<file path="config.mk">
export PLATFORM = sky130hd
export DESIGN_NAME = position_weighted_byte_hash
export DESIGN_NICKNAME = d
export VERILOG_FILES = /design/src/hw/rtl/pwbh_pkg.sv /design/src/hw/rtl/position_weighted_byte_hash.sv
export SDC_FILE = /design/constraint.sdc
export NUM_CORES = 2
export LEC_CHECK = 0
export BUFFER_PORTS_ARGS = -buffer_cell sky130_fd_sc_hd__buf_4
export CORE_ASPECT_RATIO = 0.9
export CORE_MARGIN = 2
export CORE_UTILIZATION = 30
export CTS_CLUSTER_DIAMETER = 30
export CTS_CLUSTER_SIZE = 14
export DETAILED_ROUTE_END_ITERATION = 16
export SLEW_MARGIN = 30
export SYNTH_ARGS = -nofsm -noshare
export SYNTH_HDL_FRONTEND = slang
export SYNTH_SLANG_ARGS = --single-unit
export TNS_END_PERCENT = 30
</file>
<file path="constraint.sdc">
create_clock -name clk -period 13 [get_ports clk]
set_input_delay 1.3 -clock clk [delete_from_list [all_inputs] [get_ports clk]]
set_output_delay 1.3 -clock clk [all_outputs]
set_load 0.005 [all_outputs]
</file>
<file path="src/hw/rtl/pwbh_pkg.sv">
// ---------------------------------------------------------------------------
// Position weighted byte hash package
// Constants, sequencer states and the truncating remainder helper.
// ---------------------------------------------------------------------------
package pwbh_pkg;

	localparam logic [31:0] MulX     = 32'd85432100;
	localparam logic [31:0] MulRound = 32'd100000001;
	localparam int unsigned ModStart = 512;
	localparam int unsigned NumTerms = 9;
	localparam int unsigned CntW     = $clog2(NumTerms);

	typedef enum logic [5:0] {
		ST_IDLE    = 6'b000001,
		ST_MUL_X   = 6'b000010,
		ST_MUL_POS = 6'b000100,
		ST_REM     = 6'b001000,
		ST_MUL_RND = 6'b010000,
		ST_FIN     = 6'b100000
	} state_t;

	// Remainder truncated toward zero by a power of two given as its mask.
	function automatic logic [31:0] trunc_rem(input logic [31:0] v, input logic [31:0] mask);
		logic [31:0] mag;
		begin
			mag = 32'd0 - v;
			if (v[31]) begin
				trunc_rem = 32'd0 - (mag & mask);
			end else begin
				trunc_rem = v & mask;
			end
		end
	endfunction

endpackage

</file>
<file path="src/hw/rtl/position_weighted_byte_hash.sv">
// ---------------------------------------------------------------------------
// Position weighted byte hash
// Hashes a password one byte per transfer with a single shared multiplier.
// ---------------------------------------------------------------------------
// Input channel: data_byte and last, with in_valid / in_ready. Each byte is
// taken as a signed value and weighted by its 1-based position in the password.
// Output channel: hash_value with out_valid / out_ready, one transfer for each
// byte marked last.
// One byte keeps the block busy after its input transfer, so a new byte is
// taken only once the sequencer is back in idle. The busy time is set by one
// 32x32 multiplier used for three products per byte plus nine remainder terms
// that pass through one adder, one term per cycle.
// The result is available on the cycle after the sequencer finishes a last
// byte. It sits in an output register, so the next password may begin while
// the result waits. If the receiver stalls and a second result is ready, the
// sequencer holds in its final step until the output register is free.
// Reset clears the running hash, the byte position and the output valid.
// ---------------------------------------------------------------------------
module position_weighted_byte_hash
	import pwbh_pkg::*;
(
	input  logic               clk,
	input  logic               arst_n,
	input  logic               in_valid,
	output logic               in_ready,
	input  logic [7:0]         data_byte,
	input  logic               last,
	output logic               out_valid,
	input  logic               out_ready,
	output logic signed [31:0] hash_value
);

	state_t            state_q;
	logic [7:0]        data_q;
	logic              last_q;
	logic [31:0]       prod_q;
	logic [31:0]       pos_q;
	logic [31:0]       hash_q;
	logic [CntW-1:0]   cnt_q;
	logic              out_valid_q;
	logic [31:0]       out_q;

	logic [31:0] mul_a;
	logic [31:0] mul_b;
	logic [31:0] mul_p;
	logic [31:0] term;
	logic [31:0] rem_mask;
	logic        out_free;

	assign in_ready   = (state_q == ST_IDLE);
	assign out_valid  = out_valid_q;
	assign hash_value = out_q;
	assign out_free   = !out_valid_q || out_ready;

	// Operand selection for the shared multiplier.
	always_comb begin
		mul_a = hash_q;
		mul_b = MulRound;
		case (state_q)
			ST_MUL_X: begin
				mul_a = {{24{data_q[7]}}, data_q};
				mul_b = MulX;
			end
			ST_MUL_POS: begin
				mul_a = prod_q;
				mul_b = pos_q;
			end
			default: begin
				mul_a = hash_q;
				mul_b = MulRound;
			end
		endcase
	end

	assign mul_p = 32'(mul_a * mul_b);

	// Odd terms use the negated product; the modulus halves every term.
	assign rem_mask = 32'(ModStart - 1) >> cnt_q;
	assign term     = trunc_rem(cnt_q[0] ? (32'd0 - prod_q) : prod_q, rem_mask);

	always_ff @(posedge clk or negedge arst_n) begin
		if (!arst_n) begin
			state_q     <= ST_IDLE;
			pos_q       <= '0;
			hash_q      <= '0;
			cnt_q       <= '0;
		end else begin
			case (state_q)
				ST_IDLE: begin
					if (in_valid) begin
						pos_q   <= pos_q + 32'd1;
						state_q <= ST_MUL_X;
					end
				end
				ST_MUL_X: begin
					state_q <= ST_MUL_POS;
				end
				ST_MUL_POS: begin
					cnt_q   <= '0;
					state_q <= ST_REM;
				end
				ST_REM: begin
					hash_q <= hash_q + term;
					cnt_q  <= cnt_q + CntW'(1);
					if (cnt_q == CntW'(NumTerms - 1)) begin
						state_q <= ST_MUL_RND;
					end
				end
				ST_MUL_RND: begin
					hash_q  <= mul_p;
					state_q <= ST_FIN;
				end
				ST_FIN: begin
					if (!last_q) begin
						state_q <= ST_IDLE;
					end else if (out_free) begin
						hash_q      <= '0;
						pos_q       <= '0;
						state_q     <= ST_IDLE;
					end
				end
				default: begin
					state_q <= ST_IDLE;
				end
			endcase
		end
	end

	// Output valid: set when a finished hash is loaded, cleared on its transfer.
	always_ff @(posedge clk or negedge arst_n) begin
		if (!arst_n) begin
			out_valid_q <= 1'b0;
		end else if (state_q == ST_FIN && last_q && out_free) begin
			out_valid_q <= 1'b1;
		end else if (out_ready) begin
			out_valid_q <= 1'b0;
		end
	end

	// Payload registers.
	always_ff @(posedge clk) begin
		if (in_valid && in_ready) begin
			data_q <= data_byte;
			last_q <= last;
		end
		if (state_q == ST_MUL_X || state_q == ST_MUL_POS) begin
			prod_q <= mul_p;
		end
		if (state_q == ST_FIN && last_q && out_free) begin
			out_q <= hash_q;
		end
	end

endmodule

</file>
=== Word level (Yosys, flattened, before mapping) ===
Cells that the tools add are included.
W data, S select, Z words.

* Eq/ne operators: 12
* Bitwise logic cells: 2
* Reduce and logical (&&, ||, !) cells: 13
* Shift operators: 1
* Add/sub/neg operators: 6
* Multipliers: 1
* Mux-type cells: 17

{| class="wikitable"
|+ Operators with widths
! kind !! number
|-
| $pmux W32 S2 || 3
|-
| $mux W32 || 5
|-
| $pmux W32 S3 || 1
|-
| $sub A1 B32 Y32 const A || 3
|-
| $and A32 B32 Y32 || 2
|-
| $pmux W6 S6 || 1
|-
| $add A32 B1 Y32 const B || 1
|-
| $add A32 B32 Y32 || 1
|-
| $mul A32 B32 Y32 || 1
|-
| $shr A9 B4 Y32 const A || 1
|-
| $mux W6 || 4
|-
| $ne A2 B2 Y1 const B || 4
|-
| $pmux W4 S2 || 1
|-
| $eq A6 B1 Y1 const B || 1
|-
| $eq A6 B2 Y1 const B || 1
|-
| $eq A6 B3 Y1 const B || 1
|-
| $eq A6 B4 Y1 const B || 1
|-
| $eq A6 B5 Y1 const B || 1
|-
| $eq A6 B6 Y1 const B || 1
|-
| $reduce_and A3 Y1 || 2
|-
| $reduce_bool A2 Y1 || 3
|-
| $add A4 B1 Y4 const B || 1
|-
| $eq A4 B4 Y1 const B || 1
|-
| $reduce_and A4 Y1 || 1
|-
| 6 further kinds || 10
|}

* Output and inout port bits: 34
* Word-level logic and storage cells: 61
* Input port bits: 13
* Register bits: 148

=== Longest topological paths before layout ===
* Depth in word-level cells: 8
* Mapped depth: 34
* Depth with buffers taken out: 31

=== Worst setup path before layout ===
OpenSTA, ideal clock, no wires.

* Path type: register to register
* From: register state_q[1]
* To: register hash_q[31]
* Data required time: 12.874 ns
* Arrival: 8.534 ns
* Path buffers: 5
* Setup time: 0.126 ns
* Path slack: 4.340 ns
* Cell stages (with the launch flop): 33
* Period minus slack after synthesis: 8.660 ns
* Path through: dfrtp_1 -> or4_4 -> nor2_4 -> buf_6 -> buf_6 -> clkbuf_1 -> buf_1 -> nand2_1 -> clkbuf_1 -> nor2_1 -> fa_1 -> fa_1 -> fa_1 -> inv_1 -> fa_1 -> inv_1 -> fa_1 -> inv_1 -> fa_1 -> inv_1 -> fa_1 -> fa_1 -> ha_1 -> a211oi_1 -> nor2_1 -> nor3_1 -> o21ai_0 -> a31oi_1 -> a21oi_1 -> nand4_1 -> nand4b_1 -> xnor3_1 -> a221o_1

* Word-level cells in the longest chain between the ends: 4
* Elaborated cells on any way between the ends: 13
* Classes of those cells: mul: 1; eq/ne: 7; mux: 3; reduce/logical: 2

{| class="wikitable"
|+ Ends and longest elaborated chain
! what !! line !! RTL
|-
| from (decl) || position_weighted_byte_hash.sv:33 || <nowiki>state_t state_q;</nowiki>
|-
| from (signal assigned) || position_weighted_byte_hash.sv:83 || <nowiki>state_q <= ST_IDLE;</nowiki>
|-
| from (signal assigned) || position_weighted_byte_hash.sv:92 || <nowiki>state_q <= ST_MUL_X;</nowiki>
|-
| from (signal assigned) || position_weighted_byte_hash.sv:96 || <nowiki>state_q <= ST_MUL_POS;</nowiki>
|-
| $eq A6 B3 Y1 or $eq A6 B2 Y1 (tied branches) || position_weighted_byte_hash.sv:59 || <nowiki>case (state_q)</nowiki>
|-
| $pmux W32 S2 || position_weighted_byte_hash.sv:59 ||
|-
| $mul A32 B32 Y32 * || position_weighted_byte_hash.sv:75 || <nowiki>assign mul_p = 32'(mul_a * mul_b);</nowiki>
|-
| net mul_p[31] || position_weighted_byte_hash.sv:45 || <nowiki>logic [31:0] mul_p;</nowiki>
|-
| $pmux W32 S3 * || position_weighted_byte_hash.sv:88 || <nowiki>case (state_q)</nowiki>
|-
| to (signal assigned) || position_weighted_byte_hash.sv:103 || <nowiki>hash_q <= hash_q + term;</nowiki>
|-
| to (signal assigned) || position_weighted_byte_hash.sv:110 || <nowiki>hash_q <= mul_p;</nowiki>
|-
| to (decl) || position_weighted_byte_hash.sv:38 || <nowiki>logic [31:0] hash_q;</nowiki>
|}

The timed path passes the listed nets; every way through them passes the cells marked *.
A chain may end at the register's enable or synchronous reset.

=== Worst setup path in the final report ===
* From: register state_q[5]
* To: register hash_q[25]

* Word-level cells in the longest chain between the ends: 4
* Elaborated cells on any way between the ends: 13
* Classes of those cells: mul: 1; eq/ne: 7; mux: 3; reduce/logical: 2

{| class="wikitable"
|+ Ends and longest elaborated chain
! what !! line
|-
| $eq A6 B3 Y1 or $eq A6 B2 Y1 (tied branches) || position_weighted_byte_hash.sv:59
|-
| $pmux W32 S2 || position_weighted_byte_hash.sv:59
|-
| $mul A32 B32 Y32 || position_weighted_byte_hash.sv:75
|-
| $pmux W32 S3 || position_weighted_byte_hash.sv:88
|}

Parallel ways exist; a longest one is shown, timed or not.

==> flow_summary.json <==
{
  "yosysUniqueCellTypes": 87,
  "yosys_warnings": 0,
  "drt-total-wl_microns": 83000,
  "end_kind": "flip-flop",
  "fin_crit_sh_pct": 77.1,
  "yosys.cell_count.top_type": "nor2_1",
  "fin_ws_ps": 2970,
  "ys_seq_area_share_pct": 16.6,
  "worst_setup_path_start_kind": "flip-flop",
  "whs_path_depth": 0,
  "antenna_found_initial": 0,
  "required_ps": 13360,
  "syn_to_final_growth_pct": 9.00,
  "drv_cap": 0,
  "netlist_top_cells_area": "fa_1 (33%), edfxtp_1 (9.0%), ha_1 (8.3%), dfrtp_1 (7.6%), nor2_1 (6.7%)",
  "min_to": "hash_value[14]",
  "worstMarginPinSlew_ps": 1050,
  "r2r_start": "state_q[5]",
  "via_per_inst": 5.27,
  "ys_async_sr_fraction_pct": 50.7,
  "reg2reg_to": "hash_q[25]",
  "layout-drive-gt1-share_pct": 6.69,
  "arrival_ps": 10390,
  "worst-path-max-fanout": 32,
  "cts_tree": "done",
  "core-area_sq_um": 80900,
  "chipHeight_microns": 275,
  "start_util_pct": 30.2,
  "finalMaxSlewViolations": 0,
  "clk_latency_ps": 450,
  "globalplace.congestion": 0.969,
  "ys_seq_elements": 148,
  "port_buffers": 46,
  "synth.top_cell.area_share_pct": 33.5,
  "setup_violations": 0,
  "htreeDepth": 4,
  "io_pins": 47,
  "final_net_count": 3290,
  "max_freq_mhz": 99.7,
  "period_needed_ps": 10030,
  "grt_max_degree": 76,
  "slowest_delay_ps": 710,
  "netlist_area_sq_um": 24500,
  "min_from": "hash_q[14]",
  "dieArea_sq_um": 83800,
  "synth.avg_cell_area_sq_um": 9.02,
  "grt-ovfl-total": 0,
  "rsz0062_at_grt": "no",
  "hp-class": "reg -> reg",
  "fin_tns_setup_ps": 0,
  "reg2reg_slack_ps": 2970,
  "cts_hold_buf": 0,
  "cpMostUsedCell": "fa_1",
  "ys_top_cells_by_count": "nor2_1 (434), inv_1 (421), fa_1 (409)",
  "clock_path_buffers": 2,
  "dr_total_vias": 19900,
  "slowest_stage": "nor4_4",
  "clkSinkCount": 148,
  "cts-root-buf": "clkbuf_16",
  "grt_pass1_vias": 19900,
  "cts_resized": 0,
  "hold_viol_final": 0,
  "max_slew_margin_pct": 29.8,
  "synth_edf_count": 73,
  "drtAntennaViolNets": 0,
  "skew_ps": 8.91,
  "nFillCells": 8298,
  "synth.largest_area_cell": "fa_1",
  "path_class": "reg -> reg",
  "cts_buffers": 17,
  "die_w_microns": 305,
  "dr.pass1.iters": 7,
  "first_iter_violations": 2236,
  "status": "finished, final reports clean",
  "num_rows": 99,
  "grt_usage_pct": 20.1,
  "grt_pass1_wl_microns": 126000,
  "clk_pin_slew_ps": 60,
  "post_cts_buffers": 0,
  "syn-num-nets": 3297,
  "syn_inst": 2713,
  "wl_per_cell_microns": 22.0,
  "dp_hpwl_microns": 65300,
  "synth_top_flop_cell": "dfrtp_1",
  "drc": 0,
  "utilization_pct": 33.0,
  "reg2reg_depth": 30,
  "dp_slack_ps": 2860
}
==> metrics by stage <==
step,hold WS (ps),cells,cell area (sq um)
3_3_place_gp,492,3747,26100
5_1_grt,532,3779,26700
6_report,507,3780,26700
4_1_cts,507,3779,26600
2_1_floorplan,453,2713,24500
3_5_place_dp,482,3747,26100
==> final cells by class <==
| cell class | instances | area, sq um | area share, % |
|---|---|---|---|
| clock inverters | 15 | 154 | 0.577 |
| diodes | 1 | 2.50 | 0.00939 |
| repair buffers | 91 | 687 | 2.58 |
| well taps | 1060 | 1330 | 4.97 |
| clock buffers | 17 | 425 | 1.60 |
| multi-input cells | 2026 | 18400 | 69.1 |
| inverters | 422 | 1580 | 5.94 |
| flip-flops and latches | 148 | 4070 | 15.3 |
==> cells in the final DEF, fill, tap and decap left out, drive strengths merged, types with 8 or more instances in the layout <==
cell / instances
xnor2: 97
nand2b: 30
nor2b: 11
a211oi: 9
mux2i: 10
nand3: 80
nor4: 11
and2: 9
buf: 91
o21ai: 80
a31oi: 12
nor3: 25
xor2: 53
o21bai: 10
nand2: 213
dfrtp: 74
a22oi: 8
fa: 409
or2: 8
o31ai: 9
o21a: 17
a221o: 12
and3: 44
or3: 15
nand4: 12
a21oi: 103
a221oi: 27
edfxtp: 73
ha: 162
inv: 426
nor2: 437
a21o: 27
clkbuf: 17
o22ai: 11
==> state kept, by name, indices dropped and copies added, names as in the netlist <==
register,cells
last_q,1
data_q,8
hash_q,32
hash_value,32
prod_q,32
pos_q,32
cnt_q,4
state_q,6
out_valid,1
==> kinds of logic after synthesis <==
logic type | count (synthesis) | share of synthesized area (%)
simple gates | 923 | 16.9
xor+xnor | 152 | 5.59
fa+ha+maj | 571 | 41.8
buf+inv | 539 | 8.46
flops | 148 | 16.6
compound gates | 366 | 10.0
mux | 14 | 0.593
==> worst max-delay path, delay by kind of cell (launching register included) <==
kind	cells	cell delay, ps
adders and majority gates	9	3890
buffers and inverters	6	1140
and+or+nand+nor	6	2070
DFF	1	490
AOI/OAI and AO/OA	9	2330
==> per-layer routing <==
| layer | track usage [%] | share of wire, % | vias to the layer above | wire [microns] |
|---|---|---|---|---|
| met1 | 27.6 | 41 | 9942 | 34300 |
| met4 | 10.2 | 5.8 | 0 | 4800 |
| met2 | 29.3 | 42 | 1065 | 34500 |
| met3 | 5.05 | 11 | 213 | 9360 |
| li1 | - | - | 8696 | - |
| met5 | 0 | 0 | - | 0 |
==> worst max-delay path by stage <==
| stage | from | to | slack (ps) | depth (start not counted) |
|---|---|---|---|---|
| finish | state_q[5] | hash_q[25] | 2970 | 30 |
| CTS | state_q[5] | hash_q[31] | 2840 | 32 |
| global route | state_q[5] | hash_q[25] | 2400 | 30 |
| global placement | state_q[5] | hash_q[31] | 2960 | 32 |
| floorplan | state_q[1] | hash_q[31] | 4340 | 32 |
| detailed placement | state_q[5] | hash_q[31] | 2860 | 32 |
Power is not shown: default switching activity piles up to over one toggle a cycle in this logic, so the estimate is an artifact.
